File: src/hw/rtl/tps_pkg.sv
// Shared types, codes and helpers for the trigger pulse scheduler.
`timescale 1ns / 1ps
`default_nettype none

package tps_pkg;

  localparam int CountWidth = 16;
  localparam int ValWidth   = 16;
  localparam int AddrWidth  = 5;
  localparam int DataWidth  = 32;

  // input word kinds
  localparam logic [1:0] KindTick   = 2'd0;
  localparam logic [1:0] KindUpdate = 2'd1;
  localparam logic [1:0] KindInit   = 2'd2;

  // output kinds
  localparam logic [1:0] OutNone    = 2'd0;
  localparam logic [1:0] OutServo   = 2'd1;
  localparam logic [1:0] OutDigital = 2'd2;

  // register indexes
  localparam logic [2:0] RegTriggerMode  = 3'd0;
  localparam logic [2:0] RegOutputKind   = 3'd1;
  localparam logic [2:0] RegDigitalFree  = 3'd2;
  localparam logic [2:0] RegPulseTicks   = 3'd3;
  localparam logic [2:0] RegRepeatTicks  = 3'd4;
  localparam logic [2:0] RegServoHigh    = 3'd5;
  localparam logic [2:0] RegServoLow     = 3'd6;

  typedef enum logic [1:0] {
    ModePulseHigh = 2'd0,
    ModePulseLow  = 2'd1,
    ModeToggle    = 2'd2,
    ModeRepeat    = 2'd3
  } trig_mode_e;

  typedef struct packed {
    trig_mode_e          trigger_mode;
    logic [1:0]          output_kind;
    logic                digital_line_free;
    logic [ValWidth-1:0] pulse_ticks;
    logic [ValWidth-1:0] repeat_ticks;
    logic [ValWidth-1:0] servo_high;
    logic [ValWidth-1:0] servo_low;
  } cfg_t;

  typedef struct packed {
    logic [CountWidth-1:0] start_cnt;
    logic [CountWidth-1:0] stop_cnt;
    logic                  level;
    logic                  req_held;
  } state_t;

  typedef struct packed {
    logic                trigger_level;
    logic [ValWidth-1:0] servo_value;
    logic                servo_write;
    logic                digital_write;
  } result_t;

  // zero-extend or truncate a 16-bit load to the counter width
  function automatic logic [CountWidth-1:0] to_count(input logic [ValWidth-1:0] v);
    logic [CountWidth+ValWidth-1:0] tmp;
    tmp = {{CountWidth{1'b0}}, v};
    return tmp[CountWidth-1:0];
  endfunction

endpackage

`default_nettype wire

File: src/hw/rtl/trigger_pulse_scheduler_top.sv
// Top level of the trigger pulse scheduler: handshake, state and result registers.
//
// Input channel (in_valid_i / in_ready_o) carries one word per control event:
// kind_i selects tick, behaviour update or init; trigger_requested_i is the
// request bit of an update. Every accepted word gives exactly one result word
// on the output channel (out_valid_o / out_ready_i): the trigger level after
// the word, the servo width written and the servo / digital write flags.
// A word is captured in the input register; the step logic then updates the
// countdowns and level and loads the result register when the output is empty or
// read. One word per cycle is sustained while out_ready_i is high, as set by the
// single register-to-register step. While the receiver stalls the result register
// holds; the input register still takes one more word, after which in_ready_o
// drops until out_ready_i. Reset clears both countdowns, the level and the held
// request, empties both registers and loads the configuration defaults.
// Configuration is written over the APB port (register i at byte address 4*i);
// the user must write only while no word is in flight; the block does not check.
`timescale 1ns / 1ps
`default_nettype none

module trigger_pulse_scheduler_top (
  input  wire logic                          clk_i,
  input  wire logic                          rst_ni,
  input  wire logic                          psel,
  input  wire logic                          penable,
  input  wire logic                          pwrite,
  input  wire logic [tps_pkg::AddrWidth-1:0] paddr,
  input  wire logic [tps_pkg::DataWidth-1:0] pwdata,
  output logic      [tps_pkg::DataWidth-1:0] prdata,
  output logic                               pready,
  input  wire logic                          in_valid_i,
  output logic                               in_ready_o,
  input  wire logic [1:0]                    kind_i,
  input  wire logic                          trigger_requested_i,
  output logic                               out_valid_o,
  input  wire logic                          out_ready_i,
  output logic                               trigger_level_o,
  output logic      [tps_pkg::ValWidth-1:0]  servo_value_o,
  output logic                               servo_write_o,
  output logic                               digital_write_o
);
  import tps_pkg::*;

  cfg_t    cfg;
  state_t  state_q, state_d;
  result_t res_q, res_d;
  logic    in_valid_q, out_valid_q;
  logic [1:0] kind_q;
  logic    req_q;
  logic    advance;

  tps_cfg_regs u_cfg (
    .clk_i   (clk_i),
    .rst_ni  (rst_ni),
    .psel    (psel),
    .penable (penable),
    .pwrite  (pwrite),
    .paddr   (paddr),
    .pwdata  (pwdata),
    .prdata  (prdata),
    .pready  (pready),
    .cfg_o   (cfg)
  );

  tps_step u_step (
    .cfg_i   (cfg),
    .state_i (state_q),
    .kind_i  (kind_q),
    .req_i   (req_q),
    .state_o (state_d),
    .res_o   (res_d)
  );

  assign advance    = in_valid_q && (!out_valid_q || out_ready_i);
  assign in_ready_o = !in_valid_q || advance;

  always_ff @(posedge clk_i or negedge rst_ni) begin
    if (!rst_ni) begin
      in_valid_q  <= 1'b0;
      out_valid_q <= 1'b0;
      state_q     <= '0;
    end else begin
      if (in_ready_o) begin
        in_valid_q <= in_valid_i;
      end
      if (advance) begin
        out_valid_q <= 1'b1;
        state_q     <= state_d;
      end else if (out_ready_i) begin
        out_valid_q <= 1'b0;
      end
    end
  end

  always_ff @(posedge clk_i) begin
    if (in_ready_o && in_valid_i) begin
      kind_q <= kind_i;
      req_q  <= trigger_requested_i;
    end
    if (advance) begin
      res_q <= res_d;
    end
  end

  assign out_valid_o     = out_valid_q;
  assign trigger_level_o = res_q.trigger_level;
  assign servo_value_o   = res_q.servo_value;
  assign servo_write_o   = res_q.servo_write;
  assign digital_write_o = res_q.digital_write;

  // the input is always ready while the output stage is empty
  a_ready_when_empty: assert property (@(posedge clk_i) disable iff (!rst_ni)
    !out_valid_o |-> in_ready_o)
    else $error("input stalled with empty output stage");

  a_one_write_kind: assert property (@(posedge clk_i) disable iff (!rst_ni)
    out_valid_o |-> !(servo_write_o && digital_write_o))
    else $error("servo and digital writes in one word");

  a_servo_value_zero: assert property (@(posedge clk_i) disable iff (!rst_ni)
    (out_valid_o && !servo_write_o) |-> (servo_value_o == '0))
    else $error("servo value without servo write");

  a_level_tracks: assert property (@(posedge clk_i) disable iff (!rst_ni)
    $past(advance) |-> (trigger_level_o == state_q.level))
    else $error("result level differs from held level");

endmodule

`default_nettype wire

File: src/hw/rtl/tps_cfg_regs.sv
// APB configuration registers of the trigger pulse scheduler.
`timescale 1ns / 1ps
`default_nettype none

module tps_cfg_regs (
  input  wire logic                          clk_i,
  input  wire logic                          rst_ni,
  input  wire logic                          psel,
  input  wire logic                          penable,
  input  wire logic                          pwrite,
  input  wire logic [tps_pkg::AddrWidth-1:0] paddr,
  input  wire logic [tps_pkg::DataWidth-1:0] pwdata,
  output logic      [tps_pkg::DataWidth-1:0] prdata,
  output logic                               pready,
  output tps_pkg::cfg_t                      cfg_o
);
  import tps_pkg::*;

  cfg_t       cfg_q;
  logic       wr_en;
  logic [2:0] idx;

  assign pready = 1'b1;
  assign wr_en  = psel && penable && pwrite;
  assign idx    = paddr[AddrWidth-1:2];
  assign cfg_o  = cfg_q;

  always_ff @(posedge clk_i or negedge rst_ni) begin
    if (!rst_ni) begin
      cfg_q.trigger_mode      <= ModePulseHigh;
      cfg_q.output_kind       <= OutNone;
      cfg_q.digital_line_free <= 1'b1;
      cfg_q.pulse_ticks       <= 16'd10;
      cfg_q.repeat_ticks      <= 16'd40;
      cfg_q.servo_high        <= 16'd4000;
      cfg_q.servo_low         <= 16'd2000;
    end else if (wr_en) begin
      case (idx)
        RegTriggerMode: cfg_q.trigger_mode      <= trig_mode_e'(pwdata[1:0]);
        RegOutputKind:  cfg_q.output_kind       <= pwdata[1:0];
        RegDigitalFree: cfg_q.digital_line_free <= pwdata[0];
        RegPulseTicks:  cfg_q.pulse_ticks       <= pwdata[ValWidth-1:0];
        RegRepeatTicks: cfg_q.repeat_ticks      <= pwdata[ValWidth-1:0];
        RegServoHigh:   cfg_q.servo_high        <= pwdata[ValWidth-1:0];
        RegServoLow:    cfg_q.servo_low         <= pwdata[ValWidth-1:0];
        default: ;
      endcase
    end
  end

  always_comb begin
    prdata = '0;
    case (idx)
      RegTriggerMode: prdata[1:0]          = cfg_q.trigger_mode;
      RegOutputKind:  prdata[1:0]          = cfg_q.output_kind;
      RegDigitalFree: prdata[0]            = cfg_q.digital_line_free;
      RegPulseTicks:  prdata[ValWidth-1:0] = cfg_q.pulse_ticks;
      RegRepeatTicks: prdata[ValWidth-1:0] = cfg_q.repeat_ticks;
      RegServoHigh:   prdata[ValWidth-1:0] = cfg_q.servo_high;
      RegServoLow:    prdata[ValWidth-1:0] = cfg_q.servo_low;
      default:        prdata = '0;
    endcase
  end

endmodule

`default_nettype wire

File: src/hw/rtl/tps_step.sv
// Next-state and result logic for one input word of the trigger scheduler.
`timescale 1ns / 1ps
`default_nettype none

module tps_step (
  input  wire tps_pkg::cfg_t   cfg_i,
  input  wire tps_pkg::state_t state_i,
  input  wire logic [1:0] kind_i,
  input  wire logic       req_i,
  output tps_pkg::state_t state_o,
  output tps_pkg::result_t res_o
);
  import tps_pkg::*;

  function automatic result_t drive(input cfg_t c, input logic lvl, input result_t r_in);
    result_t r;
    r = r_in;
    if (c.output_kind == OutServo) begin
      r.servo_value = lvl ? c.servo_high : c.servo_low;
      r.servo_write = 1'b1;
    end else if (c.output_kind == OutDigital && c.digital_line_free) begin
      r.digital_write = 1'b1;
    end
    r.trigger_level = lvl;
    return r;
  endfunction

  logic idle_lvl;
  assign idle_lvl = (cfg_i.trigger_mode != ModePulseHigh);

  always_comb begin
    state_t  s;
    result_t r;
    s = state_i;
    r = '0;
    r.trigger_level = state_i.level;
    case (kind_i)
      KindTick: begin
        // stop countdown first
        if (s.stop_cnt == CountWidth'(1)) begin
          r = drive(cfg_i, idle_lvl, r);
          s.stop_cnt = '0;
        end else if (s.stop_cnt != '0) begin
          s.stop_cnt = s.stop_cnt - CountWidth'(1);
        end
        if (s.start_cnt == CountWidth'(1) && s.req_held) begin
          case (cfg_i.trigger_mode)
            ModePulseHigh, ModePulseLow: begin
              r = drive(cfg_i, cfg_i.trigger_mode == ModePulseHigh, r);
              s.stop_cnt  = to_count(cfg_i.pulse_ticks);
              s.start_cnt = '0;
            end
            ModeToggle: begin
              r = drive(cfg_i, !r.trigger_level, r);
              s.stop_cnt  = '0;
              s.start_cnt = '0;
            end
            default: begin
              r = drive(cfg_i, 1'b0, r);
              s.stop_cnt  = to_count(cfg_i.pulse_ticks);
              s.start_cnt = to_count(cfg_i.repeat_ticks);
            end
          endcase
        end else if (s.start_cnt != '0) begin
          s.start_cnt = s.start_cnt - CountWidth'(1);
        end
      end
      KindUpdate: begin
        s.req_held = req_i;
        if (!req_i) begin
          s.start_cnt = '0;
        end else if (s.start_cnt == '0) begin
          s.start_cnt = CountWidth'(1);
        end
      end
      KindInit: begin
        s.req_held  = 1'b0;
        s.start_cnt = '0;
        if (cfg_i.output_kind == OutServo || cfg_i.output_kind == OutDigital) begin
          r = drive(cfg_i, idle_lvl, r);
        end
      end
      default: ;
    endcase
    s.level = r.trigger_level;
    state_o = s;
    res_o   = r;
  end

endmodule

`default_nettype wire

File: config.mk
export PLATFORM = sky130hd
export DESIGN_NAME = trigger_pulse_scheduler_top
export DESIGN_NICKNAME = d
export VERILOG_FILES = /design/src/hw/rtl/tps_pkg.sv /design/src/hw/rtl/trigger_pulse_scheduler_top.sv /design/src/hw/rtl/tps_cfg_regs.sv /design/src/hw/rtl/tps_step.sv
export SDC_FILE = /design/constraint.sdc
export NUM_CORES = 1
export LEC_CHECK = 0
export BUFFER_PORTS_ARGS = -buffer_cell sky130_fd_sc_hd__buf_2
export CORE_ASPECT_RATIO = 1.75
export CORE_MARGIN = 1
export CORE_UTILIZATION = 63
export DETAILED_ROUTE_END_ITERATION = 7
export PLACE_DENSITY = 0.86
export RECOVER_POWER = 50
export SYNTH_ARGS = -nofsm -noshare
export SYNTH_HDL_FRONTEND = slang
export SYNTH_SLANG_ARGS = --single-unit
File: constraint.sdc
create_clock -name clk_i -period 5.55 [get_ports clk_i]
set_clock_uncertainty 0.2 [all_clocks]
set_input_delay 0.555 -clock clk_i [delete_from_list [all_inputs] [get_ports clk_i]]
set_output_delay 0.555 -clock clk_i [all_outputs]
set_load 0.02 [all_outputs]
==> impl_metrics.py <==
metrics = {
    "outcome": {
        "outcome": "complete, but fails checks",
        "failed_checks": "design-rule violations, max-capacitance violations, max-slew violations",
    },
    "timing": {
        "finalSetupViolations": 0,
        "final-max-slew-violation-count": 85,
        "max_freq_mhz": 220,
        "slew-limit-headroom_pct": -49.5,
        "timing_hold_violations_final": 0,
        "final.setup.tns_ps": 0,
        "worst_pin_slew_ps": 2240,
        "rsz0062_at_grt": "no",
        "min_period_over_period_pct": 81.9,
        "period_needed_ps": 4550,
    },
    "synthesis": {
        "ys_warn_count": 0,
        "synth_commonest_cells": "88 x sky130_fd_sc_hd__dfrtp_1, 71 x sky130_fd_sc_hd__o21ai_0, 65 x sky130_fd_sc_hd__mux2_2",
        "synth-main-ff-cell": "sky130_fd_sc_hd__dfrtp_1",
        "yosysUniqueCellTypes": 65,
        "yosys_register_bits": 127,
        "ys_seq_area_share_pct": 44.4,
        "synth.avg_cell_area_um2": 10.2,
        "postSynthCellCount": 728,
        "synthMostInstantiatedCell": "sky130_fd_sc_hd__dfrtp_1",
        "synth_enable_flop_cells": 22,
        "synth.top_cells.by_area": "sky130_fd_sc_hd__dfrtp_1 30%, sky130_fd_sc_hd__mux2_2 9.8%, sky130_fd_sc_hd__edfxtp_1 8.9%",
        "synth_top_area_share_pct": 29.6,
        "ys_async_sr_fraction_pct": 82.7,
        "synthDominantAreaCellType": "sky130_fd_sc_hd__dfrtp_1",
        "netlist_area_um2": 7450,
    },
    "detailed_routing": {
        "antenna_violating_nets_left": 0,
        "detail_route.iter0.violations": 721,
        "detail_route.wirelength_mm": 21.7,
        "drc": 10,
        "drt_pre_antenna_iters": 8,
        "wl_per_cell_um": 23.6,
        "route.vias.total": 6438,
        "routed_via_density": 7.01,
    },
    "worst_setup_path": {
        "worst_ep_arrival_time_ps": 3790,
        "worstSetupPathType": "in2out",
        "critPathRequiredTime_ps": 4800,
        "timing.critical_path.from_type": "input port",
        "worstSetupEndpointType": "primary output",
        "crit_path_max_fanout": 25,
    },
    "die": {
        "fp.dieArea_um2": 12300,
        "floorplan_row_count": 52,
        "core_region_area_um2": 11500,
        "initial_standard_cell_utilization_of_the_core_pct": 64.7,
        "die_x_um": 84.2,
        "die-height_um": 146,
        "ioPinCount": 101,
    },
    "pwr": {
        "total_power_mw": 3.59,
        "ir_worst_vdd_mv": 0.297,
        "powerDensity_nw_per_um2": 434,
        "power.leakage_nw": 3.48,
    },
    "clocking": {
        "path_clk_slew_ps": 60,
        "cell_at_the_root_of_the_clock_tree": "sky130_fd_sc_hd__clkbuf_16",
        "clk_latency_ps": 430,
        "clockBufferDepth": 2,
        "postCtsSetupRepairBufs": 0,
        "cts-buffers-inserted": 17,
        "numClockSinks": 127,
        "cts_htree_levels": 4,
        "cts_tree": "done",
    },
    "placement": {
        "dpl.hpwl_mm": 14.6,
        "port-buffer-count": 65,
        "place.gp.congestion": 0.973,
        "place_area_um2": 7680,
    },
    "final_layout": {
        "stdcell_area_um2": 8270,
        "fillCellCount": 865,
        "finalNetCount": 828,
        "layout-drive-gt1-share_pct": 22.5,
        "insertedDiodeCount": 0,
        "synthToLayoutAreaGrowth_pct": 11.0,
        "utilization_of_the_core_after_routing_pct": 71.8,
    },
    "min_path": {
        "hp-class": "in2reg",
    },
    "global_route": {
        "grt_antenna_before_repair": 0,
        "total_grt_overflow": 0,
        "grt_pass1_vias": 6390,
        "grt_usage_pct": 36.5,
        "grt_pass1_wl_mm": 34.1,
        "grt_start_max_net_pins": 67,
    },
    "run": {
        "cap_violations": 3,
    },
}
cells by family after synthesis:
group,after synthesis,share of synthesized area [%]
AOI/OAI and AO/OA,214,18.4
and+or+nand+nor,188,14.0
DFF,127,44.4
muxes,107,15.5
buffers and inverters,78,5.59
adders and majority gates,11,1.85
other,2,0.101
xor gates and xnor gates,1,0.118
critical path, cell delays in order:
cell and delay [ps]:
sky130_fd_sc_hd__clkbuf_1 1190, sky130_fd_sc_hd__nand2b_1 320, sky130_fd_sc_hd__nor2_1 1160, sky130_fd_sc_hd__a22o_1 340
sky130_fd_sc_hd__buf_2 190
through the flow:
step,hold slack (ps),std cells,worst slack (ps)
after floorplan,59.4,743,2830
after global placement,272,885,2100
after detailed placement,298,885,2050
after CTS,106,918,1970
after global routing,104,918,980
final,103,918,1000
path summary, 6_finish.rpt:
check | from | end | slack [ps] | cells after the start
setup / recovery | paddr[2] | prdata[5] | 1000 | 5
hold / removal | kind_i[1] | kind_q[1] | 100 | 1
setup reg to reg | state_q[22] | servo_value_o[13] | 2130 | 5
hold reg to reg | in_valid_q | out_valid_o | 310 | 1
max in group asynchronous | rst_ni | state_q[9] | 2170 | 3
min in group asynchronous | rst_ni | out_valid_o | 1150 | 2
metal layers:
metal  share of wire [%]  track usage [%]
met5                   0                0
met1                  35             42.0
met2                  52             63.0
met3                 7.7             6.92
met4                 5.4             21.1
registers in the layout, summed over array words and instances (netlist names):
register and count:
in_valid_q 1, servo_value_o 16, out_valid_o 1, servo_write_o 1
trigger_level_o 1, state_q 34, digital_write_o 1, kind_q 2
u_cfg.cfg_o 69, req_q 1
cell usage in the layout, fill, tap and decap left out, types with 5 or more instances in the layout:
master,Yosys,final
sky130_fd_sc_hd__clkbuf_16,0,18
sky130_fd_sc_hd__a32oi_1,7,7
sky130_fd_sc_hd__buf_2,12,42
sky130_fd_sc_hd__clkbuf_1,25,25
sky130_fd_sc_hd__and4_1,5,5
sky130_fd_sc_hd__nand3_1,17,17
sky130_fd_sc_hd__and2_1,8,7
sky130_fd_sc_hd__nor3b_1,5,5
sky130_fd_sc_hd__mux2i_1,41,41
sky130_fd_sc_hd__ha_1,11,11
sky130_fd_sc_hd__a22o_1,23,23
sky130_fd_sc_hd__o2bb2ai_1,11,11
sky130_fd_sc_hd__o21ai_1,17,17
sky130_fd_sc_hd__nand2_1,49,49
sky130_fd_sc_hd__inv_1,15,15
sky130_fd_sc_hd__nand2b_1,9,9
sky130_fd_sc_hd__conb_1,2,17
sky130_fd_sc_hd__a31oi_1,10,10
sky130_fd_sc_hd__o21ai_0,71,71
sky130_fd_sc_hd__clkinv_4,0,5
sky130_fd_sc_hd__a22oi_1,7,7
sky130_fd_sc_hd__dfrtp_1,88,88
sky130_fd_sc_hd__nor3_1,18,18
sky130_fd_sc_hd__a21oi_1,39,39
sky130_fd_sc_hd__nor2b_1,7,7
sky130_fd_sc_hd__mux2_2,65,64
sky130_fd_sc_hd__dfstp_2,17,17
sky130_fd_sc_hd__nor2_1,34,32
sky130_fd_sc_hd__edfxtp_1,22,22
area by class of cell:
type                    instances  area (µm²)  share of cell area [%]
inverters                      15        56.3                   0.681
flip-flops and latches        127        3310                    40.0
repair buffers                 71         340                    4.12
clock buffers                  21         482                    5.83
clock inverters                11         130                    1.57
well taps                     135         169                    2.04
multi-input cells             538        3780                    45.7
power by group:
group | internal (mW) | total, mW | switching, mW
Combinational | 0.405 | 0.976 | 0.571
Sequential | 1.17 | 1.46 | 0.288
Clock | 0.715 | 1.16 | 0.441
repair_timing:
item	CTS	global route
hold endpoints to repair	32	0
gates resized for setup	0	0
hold buffers	1	0
(Power assumes the default switching activity.)
